`config.mk`:
```
export PLATFORM = sky130hd
export DESIGN_NAME = vdpf_ram
export DESIGN_NICKNAME = d
export VERILOG_FILES = /design/src/design/vdpf_ram.sv
export SDC_FILE = /design/constraint.sdc
export NUM_CORES = 1
export LEC_CHECK = 0
export BUFFER_PORTS_ARGS = -buffer_cell sky130_fd_sc_hd__buf_4
export CAP_MARGIN = 20
export CORE_AREA = 2 2 195 197
export DETAILED_ROUTE_END_ITERATION = 8
export DIE_AREA = 0 0 197 199
export HOLD_SLACK_MARGIN = 0.06
export PLACE_DENSITY = 0.7
export SYNTH_ARGS = -nofsm -noshare
export SYNTH_HDL_FRONTEND = slang
export SYNTH_SLANG_ARGS = --single-unit
```
`constraint.sdc`:
```
create_clock -name clk -period 4.8 [get_ports clk]
set_clock_uncertainty 0.15 [all_clocks]
set_input_delay 0.72 -clock clk [delete_from_list [all_inputs] [get_ports clk]]
set_output_delay 0.72 -clock clk [all_outputs]
set_load 0.02 [all_outputs]
```
`src/design/vdpf_ram.sv`:
```
// ---------------------------------------------------------------------------
// vdpf_ram
// simple dual port ram, one write and one registered read per cycle
// ---------------------------------------------------------------------------
module vdpf_ram #(
  parameter int WIDTH = 8,
  parameter int DEPTH = 64,
  parameter int AW    = $clog2(DEPTH)
) (
  input  logic             clk,
  input  logic             we,
  input  logic [AW-1:0]    waddr,
  input  logic [WIDTH-1:0] wdata,
  input  logic [AW-1:0]    raddr,
  output logic [WIDTH-1:0] rdata
);

  logic [WIDTH-1:0] mem [DEPTH];

  always_ff @(posedge clk) begin
    if (we) begin
      mem[waddr] <= wdata;
    end
    rdata <= mem[raddr];
  end

endmodule

```
; ---- Word level (Yosys, flattened, before mapping)
; Memories as Yosys holds them, arrays and structs flattened. A register that Yosys moved wholly into a read port is not among the register bits.
; Index checks and enable logic that the tools add are counted.
[classes]
muxes = 2
[ops]
columns = cell, n
row1 = 1-bit two-way mux, 2
[totals]
out_inout_bits = 8
reg_bits = 0
in_bits = 22
mem_count = 1
mem_bits_rw = 512
wordCells = 3
[memory_table]
columns = name, words, word_bits, rd, rd_ports_with_merged_regs, wr, line
row1 = mem, 64, 8, 1, 1, 1, 18  ; logic [WIDTH-1:0] mem [DEPTH];

; ---- Logic depth before layout (Yosys ltp)
; Gate-level depths: netlist of the first run.
[depth]
ltp_word = 2
ltp_mapped = 9
ltp_nobuf = 5

; ---- Worst setup path after synthesis of the first run
; OpenSTA, ideal clock, no wires.
[synth_timing]
path_type = input to register
startpoint = in raddr[1]
endpoint = reg rdata[3], read port of mem
slack_ps = 2262
stages = 7
n_path_buf = 3
required_time_ps = 4522
t_arrival_ps = 2260
setup_ps = 128
path_cell_list = buf_4 -> buf_2 -> buf_2 -> mux4_2 -> mux4_2 -> o21ai_1 -> o41ai_1
[synth_lines]
columns = item, line
row1 = from (decl), 14  ; input logic [AW-1:0] raddr,
row2 = to (decl), 15  ; output logic [WIDTH-1:0] rdata

==> results of run 1 <==
placed cells by master (no fill, tap or decap), drive strengths merged, types with 2 or more instances in the layout:
| cell type | count |
|---|---|
| nor3 | 7 |
| o32ai | 2 |
| nand3 | 13 |
| nand2b | 7 |
| a21oi | 3 |
| a221oi | 6 |
| bufinv | 6 |
| a22oi | 3 |
| nand2 | 19 |
| a211oi | 4 |
| edfxtp | 512 |
| mux2 | 13 |
| o221ai | 8 |
| nor2b | 14 |
| o21a | 2 |
| mux4 | 126 |
| o221a | 2 |
| clkinv | 17 |
| nor2 | 83 |
| o22ai | 8 |
| o2111ai | 3 |
| nand3b | 3 |
| dfxtp | 8 |
| nand4 | 2 |
| mux2i | 23 |
| nor4 | 2 |
| o41ai | 2 |
| o21ai | 4 |
| buf | 40 |
| o2bb2ai | 3 |
| clkbuf | 67 |
| a2111oi | 2 |
logic make-up (layout without fill, tap and decap cells):
family          Yosys count  count (layout)  share of synthesized area, %
buf+inv                  51             132                         1.570
compound gates           54              54                         2.072
mux                     162             162                         15.94
simple gates            153             153                         3.387
flops                   520             520                         77.03
per-layer routing:
| metal | wire, um | vias to the layer above |
|---|---|---|
| met5 | 0 | - |
| met4 | 1299 | 0 |
| met3 | 2648 | 80 |
| met2 | 20180 | 344 |
| met1 | 17920 | 5026 |
| li1 | - | 4020 |
through the flow:
stage | cells | hold WS, ns
2_1_floorplan | 940 | 0.5683
4_1_cts | 1495 | 0.3842
6_report | 1495 | 0.4025
3_5_place_dp | 1404 | 0.6717
3_3_place_gp | 1404 | 0.6793
5_1_grt | 1495 | 0.4027
worst max-delay path, cell delays in order:
cell and delay (ns):
buf_4 0.58, mux4_2 0.42, mux2_2 0.28, o221a_2 0.28
nor3_1 0.56, o32ai_1 0.18
worst max-delay path by stage:
stage,to,slack [ns],depth (start not counted)
after detailed placement,rdata[7],1.49,6
after global routing,rdata[6],1.98,6
after global placement,rdata[7],1.46,6
final,rdata[6],2.00,6
after CTS,rdata[6],2.08,6
after floorplan,rdata[3],2.26,7
power by group through the flow:
stage	Sequential, mW	Combinational (mW)	Clock, mW
2_1_floorplan	5.14	0.268	0
3_3_place_gp	5.14	0.462	0
3_5_place_dp	5.14	0.469	0
4_1_cts	5.04	0.470	3.92
5_1_grt	5.04	0.496	4.11
6_report	5.04	0.464	3.88
state kept, by name, summed over array words and instances (netlist names):
name and flops:
mem 512, rdata 8
layout make-up:
class	instances	area [um^2]	share of cell area, %
Clock inverter	25	272.8	1.217
Multi-Input combinational cell	369	4315	19.26
Tap cell	474	593.1	2.646
Clock buffer	66	1343	5.991
Sequential cell	520	15530	69.32
Timing Repair Buffer	41	351.6	1.569
==> results.cfg, run 1 <==
[run_status]
status = complete, no violations

[synthesis]
ys_types = 40
synth.avg_cell_area_um2 = 21.45
synth.most_common_cell = edfxtp_1
synth_seq_cells = 520
syn_nets = 962
synth.area.top_cells = edfxtp_1, mux4_2, nor2_1
synthFlopType = edfxtp_1
ys_seq_area_share_pct = 77.03
synth_area_um2 = 20170
yosysTopAreaCellShare_pct = 76.24
syn_inst = 940
ys_warn_count = 0
async_flop_share_pct = 0
ys_top_cells_by_count = edfxtp_1, mux4_2, nor2_1, mux2i_1, nand2_1
synth_edf_count = 512
synth_top_area_cell = edfxtp_1

[sta]
period_minus_slack_ns = 2.803
finalHoldViolCount = 0
worst_slew_pin_slew_ns = 0.9332
rsz0062_at_grt = no
layout_setup_ws_ns = 1.997
slew_headroom_pct = 37.56
finalSetupViolations = 0
maxSlewViolCount = 0
fmax_mhz = 356.8
fin_crit_sh_pct = 58.39
fin_setup_tns_ns = 0

[cts]
cts-buffers-inserted = 49
cts.sinks = 520
cts_tree = done
cts_buffer_depth = 3
post_cts_buffers = 0
post_cts_resized = 0
h-tree-depth = 2
clk_latency_ns = 0.57
cts_root_buf = clkbuf_16
postCtsHoldBufs = 0
clkTransAtPathRegs_ns = 0.06

[critical_path]
rrSetupSlack_ns = 2.33
crit_required_ns = 5.05
r2r-end = rdata[6]
crit_path_max_fanout = 54
startpoint = raddr[2]
cp-end-kind = register
reg2regPathDepth = 5
path_class = primary input to register
crit_path_start_kind = primary input
rr_startpoint = mem[29][6]
crit_arrival_ns = 3.05

[route]
finalWirelength_um = 42050
post-route-drc-count = 0
drtAntennaViolNets = 0
wire_per_inst_um = 28.13
vias = 9470
firstDrtPassIters = 6
drt_iter0_drc = 1047
vias_per_cell = 6.334

[die]
initial_core_util_pct = 54.31
io_pins = 30
fp-row-count = 71
core_area_um2 = 37130
die_area_um2 = 39200
die_w_um = 197
die_h_um = 199

[finish]
drive_gt1_share_pct = 24.68
antenna_cells = 0
area_growth_pct = 11.12
final_core_util_pct = 60.35
post-route-cell-area_um2 = 22410
fillCellCount = 2597
finish.net_count = 1003

[min_path]
holdPathEnd = rdata[3]
min_path_cells = 2
worstHoldPathType = primary input to register
hold_start = raddr[5]

[global_routing]
grt_pass1_vias = 9617
track_usage_pct = 22.19
grt_busiest_layer = met2
grt_max_degree = 65
gr-total-overflow = 0
antenna_found_initial = 0
grt_use_met3_pct = 3.662
grt_util_met1_pct = 32.28
grtUsageMet2_pct = 34.63
grt_pass1_wl_um = 62510

[flow_run]
cap_violations = 0

[placed_design]
pre_cts_slack_ns = 1.489
portBuffers = 29
place_congestion = 0.8265
dpl_cell_area_um2 = 20790
dp_hpwl_um = 25200

[pwr]
p_per_area_nw_per_um2 = 418.8
peakVddDrop_v = 0.0003446
swShare_pct = 20.22
finalPower_mw = 9.385
p_leak_nw = 6.957
intPower_mw = 7.487
power_frac_clock_pct = 41.3
pwr-share-comb_pct = 4.9
p_seq_share_pct = 53.7
switching_power_mw = 1.898
Power figures use the tool's default switching activity.
==> run 2, diff against run 1 <==
- PLACE_DENSITY: 0.7 -> 0.73
- clock period: 4.8 -> 2.3 ns (I/O delays scaled with it)
==> run 2 against run 1 <==
Compared with the run above:
- clock power increased by 110%
- sequential cell count did not move
- via count increased by 6.6%
- global-route usage grew 1.2 points
- first-iteration DRC count increased by 11%
- worst setup slack worse by 1.9 ns
- sequential share of layout area fell by 3.0 points
- utilization is 2.7 points higher
- power increased by 110%
- combinational power rose by 130%
- count of clock-buffer cells in the layout up 1
- routed wire length up 5.4%
- critical path type is now register to register
- largest cell class unchanged
==> results.cfg, run 2 (same netlist as run 1, synthesis figures left out) <==
[route]
firstDrtPassIters = 5
vias = 10090
post-route-drc-count = 0
vias_per_cell = 6.257
drtAntennaViolNets = 0
finalWirelength_um = 44320
drt_iter0_drc = 1165
wire_per_inst_um = 27.48

[die]
core_area_um2 = 37130
initial_core_util_pct = 54.31
fp-row-count = 71
die_h_um = 199
die_area_um2 = 39200
io_pins = 30
die_w_um = 197

[pwr]
p_per_area_nw_per_um2 = 850.3
p_leak_nw = 7.607
peakVddDrop_v = 0.0004743

[min_path]
worstHoldPathType = primary input to register

[finish]
final_common_cell = edfxtp_1
final_cell_mix = edfxtp_1, buf_4, mux4_2, nor2_1, clkbuf_16
drive_gt1_share_pct = 33.10
reg_top3 = mem: 512 flops, rdata: 8 flops
area_growth_pct = 16.09
largest_reg_flops = 512
regMostFlops = mem
finish.net_count = 1119
antenna_cells = 0
post-route-cell-area_um2 = 23410
final_cells = 1613

[placed_design]
dp_hpwl_um = 28020
dpl_cell_area_um2 = 21680
placed_cells = 1517
portBuffers = 29
place_congestion = 0.8168

[critical_path]
path_cells = mux4_2 > mux2_2 > o221a_2 > nor3_1 > buf_4 > o32ai_1
path_class = register to register
crit_path_start_kind = register
slowest_stage = mux4_2
cp-end-kind = register
crit_path_max_incr_delay_ns = 0.47
crit_path_max_fanout = 1
crit_arrival_ns = 2.46
crit_required_ns = 2.57

[cts]
cts_root_buf = clkbuf_16
clk_latency_ns = 0.56
clkTransAtPathRegs_ns = 0.06
cts_tree = done
cts_buffer_depth = 3
cts.sinks = 520
post_cts_buffers = 0
h-tree-depth = 2
cts-buffers-inserted = 51

[sta]
fin_setup_tns_ns = 0
finalSetupViolations = 0
finalHoldViolCount = 0
fin_crit_sh_pct = 95.18
rsz0062_at_grt = no
maxSlewViolCount = 0
fmax_mhz = 456.8
slew_headroom_pct = 49.22
period_minus_slack_ns = 2.189
worst_slew_pin_slew_ns = 0.7617

[global_routing]
track_usage_pct = 23.34
grt_max_degree = 65
gr-total-overflow = 0
grt_pass1_vias = 10220
antenna_found_initial = 1
grt_pass1_wl_um = 66000

[flow_run]
cap_violations = 0

[run_status]
status = complete, no violations
-- run 2: cell count changes in the layout (fill, tap and decap cells not counted), moves of 2 or more --
cell | before | now
clkbuf_1 | 14 | 8
a221oi_2 | 0 | 2
clkbuf_16 | 51 | 53
buf_4 | 37 | 147
buf_12 | 3 | 6
clkinvlp_4 | 1 | 4
clkbuf_8 | 2 | 7
a221oi_1 | 6 | 4
-- run 2: final cells by class --
type | instances | area (um^2)
clock inverter | 28 | 270.3
multi-input combinational | 369 | 4328
timing repair buffer | 155 | 1247
tap | 474 | 593.1
clock buffer | 67 | 1439
sequential | 520 | 15530
fill | 2392 | 13720
-- run 2: worst max-delay path: cells and delay by family (launching register included) --
kind                   cells  cell delay, ns
AND/OR/NAND/NOR            1            0.21
flip-flops                 1            0.39
AO/OA/AOI/OAI              2            0.36
buffers and inverters      1            0.16
multiplexers               2            0.76
-- run 2: layer usage --
metal	share of wire (%)	GRT usage (%)	up-vias
li1	-	-	4239
met4	2.2	6.266	2
met3	7.9	3.476	66
met1	40	33.60	5307
met2	49	38.07	479
met5	0.025	0	-
-- run 2: repair_timing --
action	in CTS	in global routing
hold buffers	1	0
endpoints found under the hold margin	7	0
gates resized for setup	1	2
endpoints found under the setup margin	1	2
-- run 2: path summary, 6_finish.rpt --
check | from | end | slack (ns) | depth (start not counted)
max | mem[16][4] | rdata[4] | 0.11 | 6
max reg2reg | mem[16][4] | rdata[4] | 0.11 | 6
min reg2reg | mem[31][6] | rdata[6] | 0.69 | 3
min | raddr[4] | rdata[0] | 0.15 | 3
-- run 2: through the flow --
stage               hold WS, ns  util (%)  setup WS [ns]  power [mW]
finish                   0.1533     63.05         0.1108       19.91
global route             0.1566     63.05        0.04569       20.44
CTS                      0.1169     63.02        0.03205       20.04
detailed placement       0.5812     58.39        -0.5802       11.78
global placement         0.5794     58.39        -0.4848       11.76
floorplan                0.2939         -         0.1373       11.29
-- run 2: where the power goes --
| part | switching, mW | internal [mW] |
|---|---|---|
| clock network | 3.36 | 4.96 |
| registers | 0.0407 | 10.5 |
| logic | 0.623 | 0.430 |
| total | 4.03 | 15.9 |
==> run 3, diff against run 2 <==
- MAX_ROUTING_LAYER: not set -> met4
==> run 3 against run 2 <==
Compared with the run above:
- cell area barely moved
- routed wire length barely moved
- critical endpoint unchanged
- combinational power barely moved
- count of clock-buffer cells in the layout did not move
- critical path type unchanged
- largest power group unchanged
- utilization barely moved
- die area did not move
==> results.cfg, run 3 (same netlist as run 1, synthesis figures left out) <==
[run_status]
status = complete, no violations

[critical_path]
path_cells = mux4_2 > mux2_2 > o221a_2 > nor3_1 > buf_4 > o32ai_1
crit_required_ns = 2.57
path_depth = 6
reg2regPathDepth = 6
rr_startpoint = mem[16][4]
path_delay_family = multiplexers
crit_path_max_fanout = 1
cp_num_buf_inv = 1
slowest_stage = mux4_2
r2r-end = rdata[4]
crit_path_max_incr_delay_ns = 0.47
crit_arrival_ns = 2.45
startpoint = mem[16][4]
rrSetupSlack_ns = 0.12
cp-end-kind = register
crit_path_start_kind = register
path_class = register to register
crit_end = rdata[4]

[min_path]
worstHoldPathType = primary input to register

[cts]
cts_tree = done
clk_latency_ns = 0.56
cts_root_buf = clkbuf_16
cts-buffers-inserted = 51
h-tree-depth = 2
post_cts_buffers = 0
cts.sinks = 520
cts_buffer_depth = 3
clkTransAtPathRegs_ns = 0.06

[finish]
drive_gt1_share_pct = 33.10
regMostFlops = mem
final_cell_mix = edfxtp_1, buf_4, mux4_2, nor2_1, clkbuf_16
area_growth_pct = 16.11
finish.net_count = 1119
largest_reg_flops = 512
fillCellCount = 2391
post-route-cell-area_um2 = 23420
reg_top3 = mem: 512 flops, rdata: 8 flops
final_common_cell = edfxtp_1

[placed_design]
place_congestion = 0.8298
portBuffers = 29
dp_hpwl_um = 28020
dpl_cell_area_um2 = 21680

[die]
core_area_um2 = 37130
die_w_um = 197
io_pins = 30
die_h_um = 199
fp-row-count = 71
die_area_um2 = 39200
initial_core_util_pct = 54.31

[global_routing]
antenna_found_initial = 1
gr-total-overflow = 0
grt_pass1_vias = 10230
grt_pass1_wl_um = 65980
grt_max_degree = 65
track_usage_pct = 24.04

[route]
firstDrtPassIters = 5
vias_per_cell = 6.205
finalWirelength_um = 44310
drtAntennaViolNets = 0
wire_per_inst_um = 27.46
post-route-drc-count = 0
vias = 10020
drt_iter0_drc = 1085

[pwr]
peakVddDrop_v = 0.0004757
finalPower_mw = 19.92
p_per_area_nw_per_um2 = 850.9
p_leak_nw = 7.607

[sta]
finalHoldViolCount = 0
finalSetupViolations = 0
maxSlewViolCount = 0
worst_slew_pin_slew_ns = 0.7497
period_minus_slack_ns = 2.179
fin_crit_sh_pct = 94.73
fmax_mhz = 459.0
rsz0062_at_grt = no
slew_headroom_pct = 50.02
hold_slack_ns = 0.1510

[flow_run]
cap_violations = 0
[run 3: layout make-up]
class | count | area, um^2 | share of cell area, %
Sequential cell | 520 | 15530 | 66.35
Clock inverter | 28 | 270.3 | 1.154
Multi-Input combinational cell | 369 | 4328 | 18.48
Antenna cell | 1 | 2.502 | 0.01069
Clock buffer | 67 | 1439 | 6.145
Tap cell | 474 | 593.1 | 2.533
Timing Repair Buffer | 155 | 1247 | 5.328
[run 3: stage by stage]
step	worst slack, ns	cells	utilization, %	setup TNS, ns
finish	0.1213	1614	63.06	0
global route	0.04576	1614	63.06	0
detailed placement	-0.5802	1517	58.39	-2.624
global placement	-0.4848	1517	58.39	-2.421
CTS	0.03205	1613	63.02	0
floorplan	0.1373	940	-	0
[run 3: per-layer routing]
metal	GRT usage, %	share of wire (%)	up-vias
met1	33.44	40	5265
met4	6.433	2.3	0
met2	38.35	50	448
li1	-	-	4235
met5	-	0	-
met3	3.137	7.8	67
[run 3: power by group]
| part | switching (mW) | internal, mW | leakage [nW] | total [mW] |
|---|---|---|---|---|
| sequential | 0.0409 | 10.5 | 4.67 | 10.5 |
| clock | 3.38 | 4.96 | 0.835 | 8.34 |
| combinational | 0.620 | 0.431 | 2.10 | 1.05 |
[run 3: timing repair]
action | CTS | global route
pin swaps | 0 | 0
hold buffers | 1 | 0
hold endpoints to repair | 7 | 0
gates resized for setup | 1 | 2
endpoints found under the setup margin | 1 | 2
[run 3: worst min path at each step]
stage | from | end | slack (ns) | cells past startpoint
6_report | raddr[4] | rdata[0] | 0.15 | 3
5_1_grt | raddr[4] | rdata[0] | 0.16 | 3
4_1_cts | raddr[4] | rdata[0] | 0.12 | 3
3_5_place_dp | raddr[5] | rdata[0] | 0.58 | 3
3_3_place_gp | raddr[5] | rdata[0] | 0.58 | 3
2_1_floorplan | wdata[0] | mem[0][0] | 0.29 | 0
[run 3: worst register-to-register path: stages (launching register included)]
cell	delay [ns]
edfxtp_1	0.39
mux4_2	0.47
mux2_2	0.29
o221a_2	0.28
nor3_1	0.21
buf_4	0.17
o32ai_1	0.08
