## src/design/vdpf_pkg.sv

```systemverilog
// ---------------------------------------------------------------------------
// vdpf_pkg
// shared constants, state codes and types of the vertex disjoint path unit
// ---------------------------------------------------------------------------
package vdpf_pkg;

  localparam int NODES   = 64;
  localparam int SPLIT   = 2 * NODES;
  localparam int NODE_W  = $clog2(NODES);
  localparam int SNODE_W = $clog2(SPLIT);
  localparam int CNT_W   = 8;
  localparam int GRP_W   = 8;
  localparam int GROUPS  = SPLIT / GRP_W;
  localparam int GSEL_W  = $clog2(GROUPS);
  localparam int BSEL_W  = $clog2(GRP_W);

  localparam logic FUNC_ADD   = 1'b0;
  localparam logic FUNC_QUERY = 1'b1;

  typedef enum logic [15:0] {
    S_IDLE   = 16'h0001,
    S_ADD_WR = 16'h0002,
    S_RB_RD  = 16'h0004,
    S_RB_OUT = 16'h0008,
    S_RB_IN  = 16'h0010,
    S_INIT   = 16'h0020,
    S_DEQ    = 16'h0040,
    S_Q_WT   = 16'h0080,
    S_ROW    = 16'h0100,
    S_SCAN   = 16'h0200,
    S_P_RD   = 16'h0400,
    S_P_WT   = 16'h0800,
    S_R_PAR  = 16'h1000,
    S_R_CUR  = 16'h2000,
    S_DONE   = 16'h4000
  } state_t;

  // lowest pending neighbor of the row being scanned
  typedef struct packed {
    logic               any;
    logic [SNODE_W-1:0] idx;
  } pick_t;

  // loaded row of vertex u to the out-node row: arc u->v lands on in node 2v
  function automatic logic [SPLIT-1:0] spread_row(input logic [NODES-1:0] d);
    logic [SPLIT-1:0] r;
    r = '0;
    for (int v = 0; v < NODES; v++) begin
      r[2*v] = d[v];
    end
    return r;
  endfunction

endpackage

```

## src/design/vdpf_pick.sv

```systemverilog
// ---------------------------------------------------------------------------
// vdpf_pick
// two level priority pick of the lowest set bit of the pending row
// ---------------------------------------------------------------------------
module vdpf_pick import vdpf_pkg::*; (
  input  logic [SPLIT-1:0] mask,
  output pick_t            pick
);

  logic [GROUPS-1:0] gany;
  logic [GSEL_W-1:0] gsel;
  logic [BSEL_W-1:0] bsel;
  logic [GRP_W-1:0]  gbits;
  logic              gfound;
  logic              bfound;

  always_comb begin
    for (int g = 0; g < GROUPS; g++) begin
      gany[g] = |mask[g*GRP_W +: GRP_W];
    end
    gsel   = '0;
    gfound = 1'b0;
    for (int g = 0; g < GROUPS; g++) begin
      if (gany[g] && !gfound) begin
        gsel   = GSEL_W'(g);
        gfound = 1'b1;
      end
    end
    gbits  = mask[gsel*GRP_W +: GRP_W];
    bsel   = '0;
    bfound = 1'b0;
    for (int b = 0; b < GRP_W; b++) begin
      if (gbits[b] && !bfound) begin
        bsel   = BSEL_W'(b);
        bfound = 1'b1;
      end
    end
    pick.any = gfound;
    pick.idx = {gsel, bsel};
  end

endmodule

```

## config.mk

```make
export PLATFORM = sky130hd
export DESIGN_NAME = vdpf_pick
export DESIGN_NICKNAME = d
export VERILOG_FILES = /design/src/design/vdpf_pkg.sv /design/src/design/vdpf_pick.sv
export SDC_FILE = /design/constraint.sdc
export NUM_CORES = 1
export LEC_CHECK = 0
export BUFFER_PORTS_ARGS = -buffer_cell sky130_fd_sc_hd__clkbuf_2
export CORE_ASPECT_RATIO = 0.9
export CORE_MARGIN = 5
export CORE_UTILIZATION = 39
export DETAILED_ROUTE_END_ITERATION = 12
export GPL_ROUTABILITY_DRIVEN = 0
export GPL_TIMING_DRIVEN = 0
export PLACE_DENSITY = 0.81
export REMOVE_ABC_BUFFERS = 1
export SLEW_MARGIN = 15
export SYNTH_ARGS = -nofsm -noshare
export SYNTH_HDL_FRONTEND = slang
export SYNTH_SLANG_ARGS = --single-unit
```

## constraint.sdc

```tcl
create_clock -name vclk -period 5.82
set_clock_uncertainty 0.2 [all_clocks]
set_input_delay 1.164 -clock vclk [all_inputs]
set_output_delay 1.164 -clock vclk [all_outputs]
set_load 0.03 [all_outputs]
```

; Yosys cells after proc, flatten, opt, wreduce, memory -nomap -nowiden
; Cells that the tools add are included.
; Widths: inputs -> output; s select.
[word_totals]
regBits = 0
[op_classes]
shifts = 1
n_mux = 45
reduce_logical = 60
[op_table]
columns = op, count
row1 = $reduce_or 8->1, 16
row2 = $shiftx 128x8->8, 1
row3 = $mux 4, 13
row4 = $mux 1, 25
row5 = $logic_and 1x1->1, 22
row6 = $logic_not 1->1, 22
row7 = $mux 3, 6
row8 = $mux 2, 1

; Depth between registers and ports, before layout
; Gate-level depths: netlist of the first run.
[depth]
ltp_word = 70
depth_mapped = 14

; Least setup slack after synthesis of the first run
; No wires, ideal clock.
[synth_timing]
path_type = input to output
from = input port mask[4]
to = output port pick[2] (netlist bit)
t_arrival_ns = 4.930
required_time_ns = 4.456
path_slack_ns = -0.474
path_stages = 12
n_path_buf = 1
path_cell_list = or4_1 -> or4_1 -> buf_2 -> or2_4 -> o41ai_4 -> nor2_2 -> inv_4 -> mux2_2 -> a221oi_2 -> a2111oi_2 -> a21o_1 -> a211oi_1
[synth_lines]
columns = element, line_no
row1 = from (decl), vdpf_pick.sv:6  ; input logic [SPLIT-1:0] mask,
row2 = to (decl), vdpf_pick.sv:7  ; output pick_t pick

==> results of run 1 <==
[metal layers]
metal  up-vias  global-route usage (%)
met3        41                    4.31
met1      1429                    39.1
li1       1413                       -
met5         -                       0
met2       259                    48.2
met4         0                    7.56
[worst max-delay path by stage]
stage,depth (start not counted),slack [ps],endpoint,start
floorplan,11,-970,pick[2],mask[4]
global placement,13,-1450,pick[2],mask[4]
detailed placement,13,-1480,pick[2],mask[4]
CTS,14,-250,pick[0],mask[8]
global route,14,-370,pick[0],mask[126]
finish,13,-270,pick[2],mask[0]
[layout make-up]
| type | count | area, sq um |
|---|---|---|
| multi-input cells | 236 | 1870 |
| fillers | 409 | 1530 |
| repair buffers | 168 | 963 |
| well taps | 62 | 77.6 |
| inverters | 7 | 38.8 |
| repair inverters | 1 | 6.26 |
[cell families after synthesis]
kind of cell / Yosys count / share of synthesized area [%]
compound gates: 88 / 36.6
simple gates: 123 / 40.0
buf+inv: 20 / 6.69
mux: 25 / 16.7
[cell usage after synthesis (3+ instances only)]
cell	instances
inv_1	4
o211ai_1	8
and4_1	7
nor2_2	3
mux4_2	3
a31oi_1	5
mux2_2	12
nand4_1	11
a21o_1	4
nor2_1	13
nand3_1	16
a21oi_1	15
nor3_1	5
mux2i_1	10
a211oi_1	6
nor4_1	27
nand2_1	18
o2111ai_1	3
a221oi_1	3
o21ai_0	14
or4_1	11
clkbuf_1	7
a22oi_1	3
a2111oi_0	4
[critical path, delay by kind of cell]
| family | cells | cell delay (ps) |
|---|---|---|
| simple gates | 6 | 2160 |
| compound gates | 4 | 910 |
| buf+inv | 3 | 480 |
[timing repair]
action	in CTS	in global routing
hold endpoints to repair	0	0
pin swaps	18	11
cloned	1	0
setup endpoints to repair	4	3
resized for setup	39	11
hold buffers	0	0
setup buffers	23	9
[stage by stage]
stage                     util (%)  setup TNS (ps)  setup WS [ps]  cell area (sq um)
final                         65.9            -779           -271               2960
after global routing          65.9           -1080           -374               2960
after CTS                     63.2            -716           -248               2840
after detailed placement      55.4           -4400          -1480               2480
after global placement        55.2           -4260          -1450               2480
after floorplan                  -           -2290           -966               1720
[power by group through the flow]
stage               clock network (W)  registers (W)  logic (W)
floorplan                           0              0  0.0000338
global placement                    0              0  0.0000958
detailed placement                  0              0  0.0000970
CTS                                 0              0   0.000102
global route                        0              0   0.000116
finish                              0              0   0.000107
==> results_dict.tcl, run 1 <==
set metrics [dict create \
    status "finished, violations left" \
    violations "negative setup slack" \
    syn_inst 256 \
    post_drt_wl_per_cell_um 19.7 \
    fin_ws_ps -271 \
    synthDominantCellAreaShare_pct 9.32 \
    routed-wl-met2_um 4120 \
    gr-total-overflow 0 \
    rsz0062_at_grt "true" \
    die_x_um 81.9 \
    seq_area_frac_synth_pct 0 \
    synth_area_per_cell_sq_um 7.08 \
    clkPwrFrac_pct 0 \
    path_cells "buf_6 -> or4_4 -> or4_4 -> or4_4 -> nor3_4 -> nor2_4 -> buf_4 -> a311o_1 -> a211oi_2 -> a211oi_1 -> nand2b_4 -> a211oi_2 -> clkbuf_8" \
    die_area_sq_um 6110 \
    hold_viol_final 0 \
    yosys_warnings 0 \
    fin_nets 542 \
    powerDensity_nw_per_um2 36.3 \
    initial_utilization_pct 40.4 \
    worst_pin_slew_ps 730 \
    slew_headroom_pct 50.9 \
    grt_max_degree 16 \
    crit_top_cell "or4_4" \
    nFlopsAndLatches 0 \
    synth_top_area_cell "nor4_1" \
    hp-class "in -> out" \
    antenna_cells 0 \
    synth_area_sq_um 1810 \
    seqPwrFrac_pct 0 \
    power.total_w 0.000107 \
    cp_slowest_cell "or4_4" \
    first_global_vias 2984 \
    num_io_pins 136 \
    cp_data_required_time_ps 4460 \
    ant_nets 0 \
    p_leak_nw 1.34 \
    seq_area_sq_um 0 \
    drcViolationCount 0 \
    arrival_ps 4730 \
    worstSetupPathType "in -> out" \
    holdPathStages 5 \
    area_growth_pct 63.2 \
    post-dp-hpwl_um 6970 \
    dpl.cell_count 441 \
    dr.pass1.iters 6 \
    port-buffer-count 136 \
    internal_power_w 0.0000553 \
    final_cell_mix "clkbuf_2 (132), buf_4 (31), nor4_1 (25)" \
    synth_cell_type_count 59 \
    whs_ps 2730 \
    fin_crit_ps 6090 \
    drv_cap 0 \
    track_usage_pct 28.9 \
    fin_cells 474 \
    finalSetupViolCount 3 \
    die_y_um 74.7 \
    netSwitchingFraction_pct 48.5 \
    whs_endpoint "pick[0]" \
    n_clock_buffer 0 \
    start_kind "input port" \
    combPwrFrac_pct 100.0 \
    via_count 3142 \
    peakVddDrop_mv 0.0231 \
    coreArea_sq_um 4490 \
    grt_pass1_wl_um 13900 \
    max_freq_mhz 164 \
    final_common_cell "clkbuf_2" \
    wl_met1_um 3680 \
    report.final.slew_viol_count 0 \
    highest_layer "met4" \
    critPathMaxFanout 7 \
    wl_um 9330 \
    cp_slowest_stage_delay_ps 590 \
    fin_crit_sh_pct 105 \
    synth_area_leaders "nor4_1 (9.3%), mux2_2 (7.5%), mux2i_1 (5.5%)" \
    hp-start "mask[0]" \
    std_cell_rows 23 \
    cp-end-kind "output pin" \
    vias_per_cell 6.63 \
    wl_met3_um 1200 \
    drive_above_1_share_pct 54.6 \
    drtIter0Drc 371 \
    p_sw_w 0.0000521 \
    grt_antenna_before_repair 0 \
]
Power figures use the tool's default switching activity.
==> inputs of run 2 (changes only) <==
==> constraint.sdc (replaced) <==
create_clock -name vclk -period 5.82
set_clock_uncertainty 0.2 [all_clocks]
set_input_delay 0 -clock vclk [all_inputs]
set_output_delay 0 -clock vclk [all_outputs]
set_load 0.03 [all_outputs]
==> results_dict.tcl, run 2 (synthesized netlist as in run 1, its figures left out) <==
set metrics [dict create \
    coreArea_sq_um 4490 \
    first_global_vias 2744 \
    p_leak_nw 1.07 \
    post-dp-hpwl_um 6970 \
    ant_nets 0 \
    holdPathStages 6 \
    final_common_cell "clkbuf_2" \
    die_area_sq_um 6110 \
    grt_antenna_before_repair 0 \
    gr-total-overflow 0 \
    die_y_um 74.7 \
    via_count 2902 \
    powerDensity_nw_per_um2 39.9 \
    ctsResizeCount 0 \
    post_drt_wl_per_cell_um 18.8 \
    dpl_cell_area_sq_um 2480 \
    start_kind "input port" \
    die_x_um 81.9 \
    cp-end-kind "output pin" \
    area_growth_pct 37.4 \
    std_cell_rows 23 \
    seq_area_sq_um 0 \
    drcViolationCount 0 \
    power.total_w 0.0000993 \
    vias_per_cell 6.58 \
    drv_cap 0 \
    finalSetupViolCount 0 \
    path_cells "clkbuf_2 -> or4_1 -> or4_1 -> or2_4 -> o41ai_4 -> nor2_2 -> inv_4 -> mux4_2 -> and2_1 -> o21bai_1 -> nand2b_1 -> a211oi_1 -> clkbuf_2" \
    cp_slowest_cell "o41ai_4" \
    slew_headroom_pct 40.3 \
    wl_um 8300 \
    antenna_cells 0 \
    max_freq_mhz 198 \
    final_cell_mix "clkbuf_2 (136), nor4_1 (27), nand2_1 (18)" \
    track_usage_pct 25.9 \
    drtIter0Drc 262 \
    cts_hold_buf 0 \
    worst_pin_slew_ps 894 \
    finalInstanceArea_sq_um 2490 \
    peakVddDrop_mv 0.0218 \
    cp_data_required_time_ps 5620 \
    num_io_pins 136 \
    hp-class "in -> out" \
    grt_max_degree 25 \
    grt_pass1_wl_um 12600 \
    worstSetupPathType "in -> out" \
    cp_slowest_stage_delay_ps 770 \
    n_clock_buffer 0 \
    status "finished clean" \
    fin_crit_sh_pct 86.6 \
    fin_crit_ps 5040 \
    dr.pass1.iters 5 \
    report.final.slew_viol_count 0 \
    drive_above_1_share_pct 44.9 \
    critPathMaxFanout 24 \
    arrival_ps 4840 \
    port-buffer-count 136 \
    initial_utilization_pct 40.4 \
    tns_ps 0 \
    hold_viol_final 0 \
    rsz0062_at_grt "false" \
    nFlopsAndLatches 0 \
    fin_nets 509 \
    post-cts-setup-buffer-count 0 \
]
run 2: where the power goes:
part / internal [W] / switching, W / total (W)
clock network: 0 / 0 / 0
logic: 0.0000508 / 0.0000485 / 0.0000993
registers: 0 / 0 / 0
total: 0.0000508 / 0.0000485 / 0.0000993
run 2: path summary, 6_finish.rpt:
kind | startpoint | end | slack (ps)
hold / removal | mask[99] | pick[7] | 430
setup / recovery | mask[4] | pick[2] | 780
run 2: final cells by class:
cell class,count,area (sq um)
fill,452,2000
inverter,7,30.0
multi-input combinational,236,1700
tap,62,77.6
timing repair buffer,136,681
run 2: critical path, delay by kind of cell:
| kind | cells | cell delay, ps |
|---|---|---|
| AND/OR/NAND/NOR | 6 | 2200 |
| multiplexers | 1 | 560 |
| AO/OA/AOI/OAI | 3 | 1310 |
| buffers and inverters | 3 | 750 |
run 2: through the flow:
| stage | hold slack [ps] | utilization, % | cells | setup WS [ps] |
|---|---|---|---|---|
| 6_report | 427 | 55.5 | 441 | 782 |
| 5_1_grt | 459 | 55.5 | 441 | 552 |
| 4_1_cts | 424 | 55.4 | 441 | 840 |
| 3_5_place_dp | 420 | 55.4 | 441 | 847 |
| 3_3_place_gp | 433 | 55.2 | 441 | 879 |
| 2_1_floorplan | 232 | - | 243 | 1360 |
run 2: routing by layer:
metal / global-route usage, % / vias to the layer above / wire [um]
li1: - / 1350 / -
met1: 36.0 / 1309 / 3420
met2: 44.2 / 227 / 3780
met3: 3.35 / 16 / 994
met4: 2.95 / 0 / 111
met5: 0 / - / 0
==> inputs of run 3 (changes only) <==
--- a/config.mk
+++ b/config.mk
@@ -5,15 +5,17 @@
 export SDC_FILE = /design/constraint.sdc
 export NUM_CORES = 1
 export LEC_CHECK = 0
+export ABC_AREA = 1
 export BUFFER_PORTS_ARGS = -buffer_cell sky130_fd_sc_hd__clkbuf_2
 export CORE_ASPECT_RATIO = 0.9
 export CORE_MARGIN = 5
-export CORE_UTILIZATION = 39
+export CORE_UTILIZATION = 42
 export DETAILED_ROUTE_END_ITERATION = 12
 export GPL_ROUTABILITY_DRIVEN = 0
 export GPL_TIMING_DRIVEN = 0
-export PLACE_DENSITY = 0.81
+export PLACE_DENSITY = 0.8
 export REMOVE_ABC_BUFFERS = 1
+export SKIP_LAST_GASP = 1
 export SLEW_MARGIN = 15
 export SYNTH_ARGS = -nofsm -noshare
 export SYNTH_HDL_FRONTEND = slang
==> results_dict.tcl, run 3 <==
set metrics [dict create \
    status "finished clean" \
    n_clock_buffer 0 \
    synth_most_common_cell "nand2_1" \
    ctsResizeCount 0 \
    synth_area_leaders "nand2_1 (25%), nand3_1 (21%), inv_1 (13%)" \
    cp-end-kind "output pin" \
    start_kind "input port" \
    rsz0062_at_grt "false" \
    hold_viol_final 0 \
    grt_max_degree 77 \
    gr-total-overflow 0 \
    die_y_um 81.1 \
    cp_data_required_time_ps 5620 \
    arrival_ps 4720 \
    dpl_cell_area_sq_um 3000 \
    worstSetupPathType "in -> out" \
    grt_pass1_wl_um 13700 \
    nFlopsAndLatches 0 \
    wl_met3_um 973 \
    slew_headroom_pct 25.9 \
    wl_um 9130 \
    die_area_sq_um 7210 \
    initial_utilization_pct 44.0 \
    drive_above_1_share_pct 24.6 \
    wl_met1_um 3770 \
    fin_crit_sh_pct 84.6 \
    synth_top_area_cell "nand2_1" \
    internal_power_w 0.0000538 \
    drtIter0Drc 404 \
    max_freq_mhz 203 \
    post-route-util_pct 56.2 \
    via_count 3774 \
    coreArea_sq_um 5350 \
    synth_area_sq_um 2360 \
    highest_layer "met4" \
    synth_area_per_cell_sq_um 4.62 \
    drv_cap 0 \
    nFillCells 566 \
    finalSetupViolCount 0 \
    yosys_warnings 0 \
    antenna_cells 0 \
    synthDominantCellAreaShare_pct 25.5 \
    seqPwrFrac_pct 0 \
    report.final.slew_viol_count 0 \
    syn_inst 510 \
    post-dp-hpwl_um 7530 \
    vias_per_cell 5.45 \
    routed-wl-met2_um 4330 \
    die_x_um 89.0 \
    critPathMaxFanout 76 \
    post_drt_wl_per_cell_um 13.2 \
    synthTopCellsByCount "nand2_1 (160), nand3_1 (97), inv_1 (82)" \
    cp-startpoint "mask[6]" \
    seq_area_sq_um 0 \
    p_leak_nw 1.88 \
    final_common_cell "nand2_1" \
    num_io_pins 136 \
    std_cell_rows 25 \
    tns_ps 0 \
    peakVddDrop_mv 0.0183 \
    track_usage_pct 22.8 \
    multiInputGateArea_sq_um 1920 \
    cts_hold_buf 0 \
    hp-class "in -> out" \
    fin_crit_ps 4920 \
    grt_antenna_before_repair 0 \
    p_sw_w 0.0000572 \
    seq_area_frac_synth_pct 0 \
    finalInstanceArea_sq_um 3010 \
    combPwrFrac_pct 100.0 \
    powerDensity_nw_per_um2 36.9 \
    dr.pass1.iters 5 \
    drcViolationCount 0 \
    ant_nets 0 \
    port-buffer-count 136 \
    fin_nets 756 \
    synth_cell_type_count 33 \
    clkPwrFrac_pct 0 \
    netSwitchingFraction_pct 51.6 \
    area_growth_pct 27.7 \
    crit_end "pick[0]" \
    power.total_w 0.000111 \
    final_cell_mix "nand2_1 (160), clkbuf_2 (136), nand3_1 (97)" \
    post-cts-setup-buffer-count 0 \
    first_global_vias 3165 \
    worst_pin_slew_ps 1100 \
]
-- run 3: cell types whose count changed after synthesis, moves of 10 or more --
cell / previous run / this run
inv_1: 4 / 82
nand2_1: 18 / 160
mux2i_1: 10 / 0
nor2_1: 13 / 49
nand3b_1: 0 / 13
mux2_2: 12 / 0
or4_1: 11 / 0
nand3_1: 16 / 97
-- run 3: layer usage --
layer  up-vias  track usage [%]
met4         0             2.83
met3         6             2.23
met2       223             38.7
met1      1652             32.0
li1       1893                -
met5         -                0
-- run 3: final cells by class --
type,count,share of cell area (%)
Multi-Input combinational cell,404,63.9
Timing Repair Buffer,136,22.6
Tap cell,67,2.79
Inverter,86,10.7
-- run 3: kinds of logic (layout without fill, tap and decap cells) --
logic type | Yosys count | count (layout) | share of synthesized area, %
and+or+nand+nor | 363 | 363 | 71.3
AOI/OAI and AO/OA | 41 | 41 | 10.0
buffers and inverters | 106 | 222 | 18.7
-- run 3: critical path: stages --
cell and delay, ps:
clkbuf_2 100, nor2_1 110, nand2_1 80, nor2_2 160
nand2_1 120, nor2_2 180, nand4_2 130, nor2_4 170
nand4_4 140, nor3_4 160, nand4_2 740, nand2_4 930
inv_1 460, nand2_1 150, nand2_1 70, a21oi_1 170
o21ai_0 160, nand3_1 170, nand4_1 140, nand3_1 120
clkbuf_2 220
-- run 3: worst min path at each step --
| stage | cells after the start | from | endpoint | slack, ps |
|---|---|---|---|---|
| 6_report | 4 | mask[124] | pick[7] | 250 |
| 5_1_grt | 4 | mask[124] | pick[7] | 320 |
| 4_1_cts | 4 | mask[124] | pick[7] | 260 |
| 3_5_place_dp | 4 | mask[124] | pick[7] | 260 |
| 3_3_place_gp | 4 | mask[123] | pick[7] | 260 |
| 2_1_floorplan | 2 | mask[125] | pick[7] | 80 |
-- run 3: power groups by stage --
stage / Clock, W / Sequential, W / Combinational [W]
global route: 0 / 0 / 0.000123
global placement: 0 / 0 / 0.000107
detailed placement: 0 / 0 / 0.000109
CTS: 0 / 0 / 0.000110
finish: 0 / 0 / 0.000111
floorplan: 0 / 0 / 0.0000469
-- run 3: through the flow --
step           cells  hold WS [ps]  worst slack (ps)
4_1_cts          693           262               602
2_1_floorplan    490          81.7              1600
5_1_grt          693           320               458
3_5_place_dp     693           260               605
6_report         693           253               897
3_3_place_gp     693           256               756
